File: src/tccjl_pkg.sv
// Shared types, codes and the type K voltage table for the thermocouple linearizer.
package tccjl_pkg;

    // Type K table, one entry per degree from -40 to 150 degC.
    localparam int TAB_N    = 191;
    localparam int TAB_AW   = $clog2(TAB_N);
    localparam int MIN_DEG  = 40;
    localparam int CJ_OFS   = MIN_DEG * 32;
    localparam int TOP_TEMP = (TAB_N - 1 - MIN_DEG) * 32;
    localparam int FRAC_W   = 5;
    localparam int REM_W    = 15;
    localparam int UV_NUM   = 128;
    localparam int UV_DEN   = 125;
    localparam int UV_RND   = 62;

    typedef logic signed [13:0] t_temp;
    typedef logic signed [13:0] t_tval;
    typedef logic signed [19:0] t_volt;
    typedef logic [TAB_AW-1:0]  t_tidx;
    typedef t_tval              t_ktab [TAB_N];

    typedef enum logic [2:0] {
        ST_IDLE,
        ST_CJ,
        ST_RANGE,
        ST_SEARCH,
        ST_SEGW,
        ST_WID,
        ST_DIV,
        ST_HYST
    } t_state;

    localparam logic [1:0] CH_CJ   = 2'd0;
    localparam logic [1:0] CH_TC1  = 2'd1;
    localparam logic [1:0] CH_TC2  = 2'd2;
    localparam logic [1:0] CH_NONE = 2'd3;

    localparam logic [1:0] RS_IN   = 2'd0;
    localparam logic [1:0] RS_LOW  = 2'd1;
    localparam logic [1:0] RS_HIGH = 2'd2;

    localparam logic [7:0] THR_RESET = 8'd6;
    localparam t_temp      CJ_RESET  = 14'sd800;

    // Table voltages in microvolts.
    localparam int K_UV [TAB_N] = '{
        -1527,
        -1490, -1453, -1416, -1379, -1342, -1305, -1268, -1231, -1193, -1156,
        -1118, -1081, -1043, -1005, -968, -930, -892, -854, -816, -777,
        -739, -701, -662, -624, -585, -547, -508, -469, -431, -392,
        -353, -314, -275, -236, -197, -157, -118, -79, -39, 0,
        39, 79, 119, 158, 198, 238, 277, 317, 357, 397,
        437, 477, 517, 557, 597, 637, 677, 718, 758, 798,
        838, 879, 919, 960, 1000, 1041, 1081, 1122, 1162, 1203,
        1244, 1285, 1325, 1366, 1407, 1448, 1489, 1529, 1570, 1611,
        1652, 1693, 1734, 1776, 1817, 1858, 1899, 1940, 1981, 2022,
        2064, 2105, 2146, 2188, 2229, 2270, 2312, 2353, 2394, 2436,
        2477, 2519, 2560, 2601, 2643, 2684, 2726, 2767, 2809, 2850,
        2892, 2933, 2975, 3016, 3058, 3100, 3141, 3183, 3224, 3266,
        3307, 3349, 3390, 3432, 3473, 3515, 3556, 3598, 3639, 3681,
        3722, 3764, 3805, 3847, 3888, 3930, 3971, 4012, 4054, 4095,
        4137, 4178, 4219, 4261, 4302, 4343, 4384, 4426, 4467, 4508,
        4549, 4590, 4632, 4673, 4714, 4755, 4796, 4837, 4878, 4919,
        4960, 5001, 5042, 5083, 5124, 5164, 5205, 5246, 5287, 5327,
        5368, 5409, 5450, 5490, 5531, 5571, 5612, 5652, 5693, 5733,
        5774, 5814, 5855, 5895, 5936, 5976, 6016, 6057, 6097, 6137
    };

    // Microvolts to 1/1024 mV, rounded to nearest, away from zero on ties.
    function automatic int uv_scale(input int u);
        int r;
        r = (u * UV_NUM + ((u < 0) ? -UV_RND : UV_RND)) / UV_DEN;
        return r;
    endfunction

    function automatic t_ktab build_ktab();
        t_ktab t;
        for (int i = 0; i < TAB_N; i++) begin
            t[i] = t_tval'(uv_scale(K_UV[i]));
        end
        return t;
    endfunction

    localparam t_ktab KTAB = build_ktab();

endpackage

File: src/thermocouple_cold_junction_linearizer.sv
// Type K thermocouple linearizer with cold-junction compensation and per-channel hysteresis.
//
//  channel | signals                                   | direction
//  --------+-------------------------------------------+----------
//  input   | i_in_valid, o_in_ready, i_channel,        | in
//          | i_raw_code                                |
//  output  | o_out_valid, i_out_ready, o_temperature,  | out
//          | o_range_status, o_updated                 |
//  config  | i_cfg_we, i_cfg_wdata                     | in
//
// A cold-junction beat goes from acceptance straight to the hysteresis step; a thermocouple
// beat inside the table runs the cold-junction add, range check, binary search (up to 8 steps
// on the one table read port) and the 5-step restoring divider; a clamped one skips both.
// Channel three beats are accepted and dropped. One beat is in work at a time.
// Reset is synchronous; the threshold, cold junction and held values return to reset values.
// A result waiting in the output register stalls the block only when the next one is done.
module thermocouple_cold_junction_linearizer
    import tccjl_pkg::*;
(
    input  logic        i_clk,
    input  logic        i_rst_n,
    input  logic        i_in_valid,
    output logic        o_in_ready,
    input  logic [1:0]  i_channel,
    input  logic signed [15:0] i_raw_code,
    output logic        o_out_valid,
    input  logic        i_out_ready,
    output logic signed [13:0] o_temperature,
    output logic [1:0]  o_range_status,
    output logic        o_updated,
    input  logic        i_cfg_we,
    input  logic [7:0]  i_cfg_wdata
);

    t_state              r_state, n_state;
    logic [1:0]          r_ch, n_ch;
    logic signed [15:0]  r_code, n_code;
    t_volt               r_v, n_v;
    t_tidx               r_lo, n_lo;
    t_tidx               r_hi, n_hi;
    t_tval               r_tlo, n_tlo;
    logic [REM_W-1:0]    r_rem, n_rem;
    logic [REM_W-1:0]    r_den, n_den;
    logic [FRAC_W-1:0]   r_quo, n_quo;
    logic [2:0]          r_cnt, n_cnt;
    t_temp               r_fresh, n_fresh;
    logic [1:0]          r_status, n_status;
    t_temp               r_cj, n_cj;
    t_temp               r_held [3];
    t_temp               n_held [3];
    logic [7:0]          r_thr, n_thr;
    logic                r_out_valid, n_out_valid;
    t_temp               r_out_temp, n_out_temp;
    logic [1:0]          r_out_status, n_out_status;
    logic                r_out_upd, n_out_upd;

    t_tidx               tab_addr;
    t_tval               tab_rd;
    logic signed [14:0]  cj_sum;
    logic [8:0]          cj_deg;
    t_tidx               cj_idx;
    logic [8:0]          mid_sum;
    t_tidx               mid;
    logic [REM_W:0]      rem_sh;
    logic signed [14:0]  diff;
    logic [14:0]         diff_abs;

    // Cold-junction degree index, clamped to the table.
    always_comb begin
        cj_sum = 15'(r_cj) + 15'(CJ_OFS);
        cj_deg = cj_sum[13:5];
        if (cj_sum < 0) begin
            cj_idx = '0;
        end else if (cj_deg > 9'(TAB_N - 1)) begin
            cj_idx = t_tidx'(TAB_N - 1);
        end else begin
            cj_idx = cj_deg[TAB_AW-1:0];
        end
    end

    assign mid_sum = {1'b0, r_lo} + {1'b0, r_hi};
    assign mid     = mid_sum[TAB_AW:1];

    // The single table read port, steered by the sequencer.
    always_comb begin
        case (r_state)
            ST_CJ:     tab_addr = cj_idx;
            ST_SEARCH: tab_addr = mid;
            ST_WID:    tab_addr = r_lo + t_tidx'(1);
            default:   tab_addr = r_lo;
        endcase
    end

    assign tab_rd   = KTAB[tab_addr];
    assign rem_sh   = {r_rem, 1'b0};
    assign diff     = 15'(r_fresh) - 15'(r_held[r_ch]);
    assign diff_abs = (diff < 0) ? 15'(-diff) : 15'(diff);

    always_comb begin
        n_state      = r_state;
        n_ch         = r_ch;
        n_code       = r_code;
        n_v          = r_v;
        n_lo         = r_lo;
        n_hi         = r_hi;
        n_tlo        = r_tlo;
        n_rem        = r_rem;
        n_den        = r_den;
        n_quo        = r_quo;
        n_cnt        = r_cnt;
        n_fresh      = r_fresh;
        n_status     = r_status;
        n_cj         = r_cj;
        n_held       = r_held;
        n_thr        = i_cfg_we ? i_cfg_wdata : r_thr;
        n_out_valid  = r_out_valid & ~i_out_ready;
        n_out_temp   = r_out_temp;
        n_out_status = r_out_status;
        n_out_upd    = r_out_upd;
        o_in_ready   = 1'b0;

        case (r_state)
            ST_IDLE: begin
                // No beat is taken while reset is held.
                o_in_ready = i_rst_n;
                if (i_in_valid && i_rst_n) begin
                    n_ch   = i_channel;
                    n_code = i_raw_code;
                    if (i_channel inside {CH_TC1, CH_TC2}) begin
                        n_state = ST_CJ;
                    end else if (i_channel == CH_CJ) begin
                        n_fresh  = t_temp'(i_raw_code >>> 2);
                        n_status = RS_IN;
                        n_state  = ST_HYST;
                    end
                end
            end
            ST_CJ: begin
                n_v     = t_volt'($signed({r_code[15], r_code, 3'b000})) + t_volt'(tab_rd);
                n_state = ST_RANGE;
            end
            ST_RANGE: begin
                if (r_v < t_volt'(KTAB[0])) begin
                    n_fresh  = t_temp'(-CJ_OFS);
                    n_status = RS_LOW;
                    n_state  = ST_HYST;
                end else if (r_v >= t_volt'(KTAB[TAB_N-1])) begin
                    n_fresh  = t_temp'(TOP_TEMP);
                    n_status = RS_HIGH;
                    n_state  = ST_HYST;
                end else begin
                    n_lo     = '0;
                    n_hi     = t_tidx'(TAB_N - 1);
                    n_status = RS_IN;
                    n_state  = ST_SEARCH;
                end
            end
            ST_SEARCH: begin
                // Table entry at lo is at or below the voltage, entry at hi above it.
                if (r_hi - r_lo == t_tidx'(1)) begin
                    n_state = ST_SEGW;
                end else if (r_v >= t_volt'(tab_rd)) begin
                    n_lo = mid;
                end else begin
                    n_hi = mid;
                end
            end
            ST_SEGW: begin
                n_tlo   = tab_rd;
                n_rem   = REM_W'(r_v - t_volt'(tab_rd));
                n_state = ST_WID;
            end
            ST_WID: begin
                n_den   = REM_W'(15'(tab_rd) - 15'(r_tlo));
                n_quo   = '0;
                n_cnt   = '0;
                n_state = ST_DIV;
            end
            ST_DIV: begin
                if (r_den == '0) begin
                    n_fresh = t_temp'({1'b0, r_lo, {FRAC_W{1'b0}}}) - t_temp'(CJ_OFS);
                    n_state = ST_HYST;
                end else begin
                    // Remainder stays below the segment width, so one subtract per bit.
                    if (rem_sh >= {1'b0, r_den}) begin
                        n_rem = REM_W'(rem_sh - {1'b0, r_den});
                        n_quo = {r_quo[FRAC_W-2:0], 1'b1};
                    end else begin
                        n_rem = rem_sh[REM_W-1:0];
                        n_quo = {r_quo[FRAC_W-2:0], 1'b0};
                    end
                    n_cnt = r_cnt + 3'd1;
                    if (r_cnt == 3'(FRAC_W - 1)) begin
                        n_fresh = t_temp'({1'b0, r_lo, n_quo}) - t_temp'(CJ_OFS);
                        n_state = ST_HYST;
                    end
                end
            end
            ST_HYST: begin
                if (!r_out_valid || i_out_ready) begin
                    if (r_ch == CH_CJ) begin
                        n_cj = r_fresh;
                    end
                    if (diff_abs > {7'b0, r_thr}) begin
                        n_held[r_ch] = r_fresh;
                        n_out_temp   = r_fresh;
                        n_out_upd    = 1'b1;
                    end else begin
                        n_out_temp   = r_held[r_ch];
                        n_out_upd    = 1'b0;
                    end
                    n_out_status = r_status;
                    n_out_valid  = 1'b1;
                    n_state      = ST_IDLE;
                end
            end
            default: begin
                n_state = ST_IDLE;
            end
        endcase
    end

    always_ff @(posedge i_clk) begin
        if (!i_rst_n) begin
            r_state     <= ST_IDLE;
            r_out_valid <= 1'b0;
            r_thr       <= THR_RESET;
            r_cj        <= CJ_RESET;
            r_held[0]   <= CJ_RESET;
            r_held[1]   <= '0;
            r_held[2]   <= '0;
        end else begin
            r_state     <= n_state;
            r_out_valid <= n_out_valid;
            r_thr       <= n_thr;
            r_cj        <= n_cj;
            r_held      <= n_held;
        end
    end

    always_ff @(posedge i_clk) begin
        r_ch         <= n_ch;
        r_code       <= n_code;
        r_v          <= n_v;
        r_lo         <= n_lo;
        r_hi         <= n_hi;
        r_tlo        <= n_tlo;
        r_rem        <= n_rem;
        r_den        <= n_den;
        r_quo        <= n_quo;
        r_cnt        <= n_cnt;
        r_fresh      <= n_fresh;
        r_status     <= n_status;
        r_out_temp   <= n_out_temp;
        r_out_status <= n_out_status;
        r_out_upd    <= n_out_upd;
    end

    assign o_out_valid    = r_out_valid;
    assign o_temperature  = r_out_temp;
    assign o_range_status = r_out_status;
    assign o_updated      = r_out_upd;

    a_search_bracket: assert property (@(posedge i_clk) disable iff (!i_rst_n)
        r_state == ST_SEARCH |-> r_lo < r_hi)
        else $error("search bracket collapsed");

    a_div_remainder: assert property (@(posedge i_clk) disable iff (!i_rst_n)
        (r_state == ST_DIV && r_den != '0) |-> r_rem < r_den)
        else $error("divider remainder not below segment width");

    a_tc_starts: assert property (@(posedge i_clk) disable iff (!i_rst_n)
        (i_in_valid && o_in_ready && (i_channel == CH_TC1 || i_channel == CH_TC2))
        |=> r_state == ST_CJ)
        else $error("thermocouple beat did not start the sequence");

    a_no_dropped_channel: assert property (@(posedge i_clk) disable iff (!i_rst_n)
        r_state != ST_IDLE |-> r_ch != CH_NONE)
        else $error("channel three beat entered the sequence");

    a_result_kept: assert property (@(posedge i_clk) disable iff (!i_rst_n)
        (r_state == ST_HYST && r_out_valid && !i_out_ready) |=> r_state == ST_HYST)
        else $error("result finished while the output register was full");

endmodule
File: config.mk
export PLATFORM = sky130hd
export DESIGN_NAME = thermocouple_cold_junction_linearizer
export DESIGN_NICKNAME = d
export VERILOG_FILES = /design/src/tccjl_pkg.sv /design/src/thermocouple_cold_junction_linearizer.sv
export SDC_FILE = /design/constraint.sdc
export NUM_CORES = 1
export LEC_CHECK = 0
export ABC_AREA = 1
export BUFFER_PORTS_ARGS = -buffer_cell sky130_fd_sc_hd__clkbuf_2
export CORE_AREA = 3 3 206 208
export CTS_CLUSTER_SIZE = 24
export DETAILED_ROUTE_END_ITERATION = 10
export DIE_AREA = 0 0 209 211
export PLACE_DENSITY = 0.58
export SETUP_SLACK_MARGIN = 0.1
export SLEW_MARGIN = 20
export SYNTH_ARGS = -nofsm -noshare
export SYNTH_HDL_FRONTEND = slang
export SYNTH_SLANG_ARGS = --single-unit
File: constraint.sdc
create_clock -name i_clk -period 12.05 [get_ports i_clk]
set_clock_uncertainty 0.1 [all_clocks]
set_input_delay 0.6025 -clock i_clk [delete_from_list [all_inputs] [get_ports i_clk]]
set_output_delay 0.6025 -clock i_clk [all_outputs]
set_load 0.05 [all_outputs]
==> flow_metrics.env <==
export IMPL_grt_use_total_pct=21.7
export IMPL_path_max_fanout=55
export IMPL_synth_largest_area_cell="edfxtp_1"
export IMPL_synth_edf_count=138
export IMPL_grt_overflow=0
export IMPL_syn_inst=2283
export IMPL_core_area_um2=40700
export IMPL_tightest_slew_ns=0.898
export IMPL_synthArstFlopShare_pct=0
export IMPL_worstSetupStartpointType="flop"
export IMPL_cp_arrival_ns=7.63
export IMPL_drive_above_1_share_pct=7.28
export IMPL_drc=0
export IMPL_fmaxAchievable_mhz=132
export IMPL_drt_iter0_markers=1454
export IMPL_postCtsSetupBuffers=0
export IMPL_maxCapViolations=0
export IMPL_ys_ff_latch=201
export IMPL_hold_viol=0
export IMPL_max_stage_delay_ns=0.92
export IMPL_die_h_um=211
export IMPL_rows=74
export IMPL_grt_pass1_wl_mm=78.2
export IMPL_areaGrowthSynthToFinish_pct=9.15
export IMPL_synth_cell_types=56
export IMPL_status="finished clean"
export IMPL_nets=2465
export IMPL_clock_latency_ns=0.54
export IMPL_cts_tree="done"
export IMPL_cts_resized=0
export IMPL_die_x_um=209
export IMPL_wl_per_cell_um=17.2
export IMPL_antenna_found_initial=3
export IMPL_period_minus_slack_ns=7.57
export IMPL_grt_start_max_net_pins=63
export IMPL_syn_area_per_cell_um2=7.11
export IMPL_rsz0062_at_grt="false"
export IMPL_fin_tns_setup_ns=0
export IMPL_clk_pin_slew_ns=0.06
export IMPL_postLayoutCellArea_um2=17700
export IMPL_post_drt_via_cell_ratio=5.38
export IMPL_maxSlewHeadroom_pct=40.1
export IMPL_cp_data_required_time_ns=12.11
export IMPL_clock_path_buffers=3
export IMPL_fin_crit_sh_pct=62.8
export IMPL_vias=15300
export IMPL_dieArea_um2=44100
export IMPL_ioPinCount=50
export IMPL_synth_top_area_share_pct=25.5
export IMPL_crit_slowest_cell="inv_2"
export IMPL_start_util_pct=39.8
export IMPL_h_tree_depth=1
export IMPL_firstDrtPassIters=5
export IMPL_portBuffers=49
export IMPL_path_class="flop to flop"
export IMPL_routed_wl_mm=49.2
export IMPL_place_area_um2=16900
export IMPL_synth_most_common_cell="nand2_1"
export IMPL_grt_pass1_vias=14400
export IMPL_yosysSeqAreaShare_pct=33.3
export IMPL_yosys_top_cells_area="edfxtp_1 (26%), nand2_1 (14%), ha_1 (9.6%)"
export IMPL_clock_root_buffer="clkbuf_16"
export IMPL_final_max_slew_violation_count=0
export IMPL_yosysWarnings=0
export IMPL_setup_viol=0
export IMPL_hp_class="input pin to flop"
export IMPL_gp_congestion=0.927
export IMPL_cts_hold_buf=0
export IMPL_syn_area_um2=16200
export IMPL_synth_top_flop_cell="edfxtp_1"
export IMPL_crit_top_cell="nand2_1"
export IMPL_synth_common_cells="nand2_1 (607), inv_1 (307), nand3_1 (195)"
export IMPL_cts_buffers=24
export IMPL_cts_sinks=201
export IMPL_ant_nets=0
export IMPL_hpwl_mm=37.2
export IMPL_syn_nets=2445
export IMPL_setup_worst_path_end_class="flop"
sequential cells by signal, summed over array words and instances, names as in the netlist:
signal / cells
o_out_valid: 1
o_range_status: 2
o_temperature: 14
o_updated: 1
r_ch: 2
r_cj: 9
r_cnt: 3
r_code: 16
r_den: 15
r_fresh: 14
r_held: 42
r_hi: 8
r_lo: 8
r_quo: 4
r_rem: 15
r_state: 3
r_status: 2
r_thr: 8
r_tlo: 14
r_v: 20
logic make-up (layout without fill, tap and decap cells):
group | after synthesis | in the layout | share of synthesized area [%]
buffers and inverters | 393 | 431 | 9.68
AND/OR/NAND/NOR | 1105 | 1105 | 29.5
adder cells (fa/ha/maj) | 131 | 131 | 10.4
other | 0 | 2 | 0
flip-flops | 201 | 201 | 33.3
XOR/XNOR | 62 | 62 | 3.39
AO/OA/AOI/OAI | 391 | 391 | 13.7
metal layers:
layer | GRT usage, % | wire length (um)
met1 | 30.7 | 22700
met2 | 35.3 | 22300
met3 | 2.42 | 3030
met4 | 6.30 | 1130
met5 | 0 | 13
layout by cell type (no fill, tap or decap), drive strengths merged, types with 3 or more instances in the layout:
cell	count
or2	7
ha	124
o2111ai	5
o21ai	129
and2	4
o31ai	5
nand3	201
o21a	9
nand2	620
nor4	3
o221ai	4
clkbuf	78
inv	324
a21oi	170
nand4	57
a31oi	5
a22oi	3
dfxtp	63
a21o	8
a22o	6
fa	7
nor2	188
o22ai	16
o21bai	7
clkinv	12
xor2	45
a211oi	4
buf	15
nor3	16
edfxtp	138
xnor2	17
nand3b	6
o211ai	15
worst max-delay path, delay by kind of cell, from the launching register on:
| kind | cells | cell delay, ns |
|---|---|---|
| compound gates | 4 | 0.75 |
| xor+xnor | 1 | 0.16 |
| fa+ha+maj | 4 | 1.39 |
| buf+inv | 3 | 1.23 |
| flops | 1 | 0.50 |
| simple gates | 20 | 3.02 |
final cells by class:
class / count / area, um^2
Inverter: 323 / 1210
Clock inverter: 15 / 145
Antenna cell: 2 / 5.00
Multi-Input combinational cell: 1689 / 9270
Timing Repair Buffer: 64 / 358
Tap cell: 532 / 666
Fill cell: 4233 / 23000
Sequential cell: 201 / 5410
Clock buffer: 29 / 651
metrics by stage:
step | instances | hold WS, ns | setup WS [ns] | util (%)
2_1_floorplan | 2283 | 0.300 | 6.16 | -
3_3_place_gp | 2809 | 0.307 | 4.68 | 41.5
3_5_place_dp | 2809 | 0.316 | 4.61 | 41.5
4_1_cts | 2853 | 0.141 | 4.60 | 43.5
5_1_grt | 2855 | 0.148 | 3.95 | 43.5
6_report | 2855 | 0.164 | 4.48 | 43.5
final timing paths:
kind	startpoint	to	slack, ns	depth (start not counted)
setup reg to reg	r_lo[0]	r_hi[0]	4.48	32
setup / recovery	r_lo[0]	r_hi[0]	4.48	32
hold reg to reg	r_status[0]	o_range_status[0]	0.33	0
hold / removal	i_raw_code[6]	r_code[6]	0.16	1
Power is not shown: default switching activity piles up to over one toggle a cycle in this logic, so the estimate is an artifact.
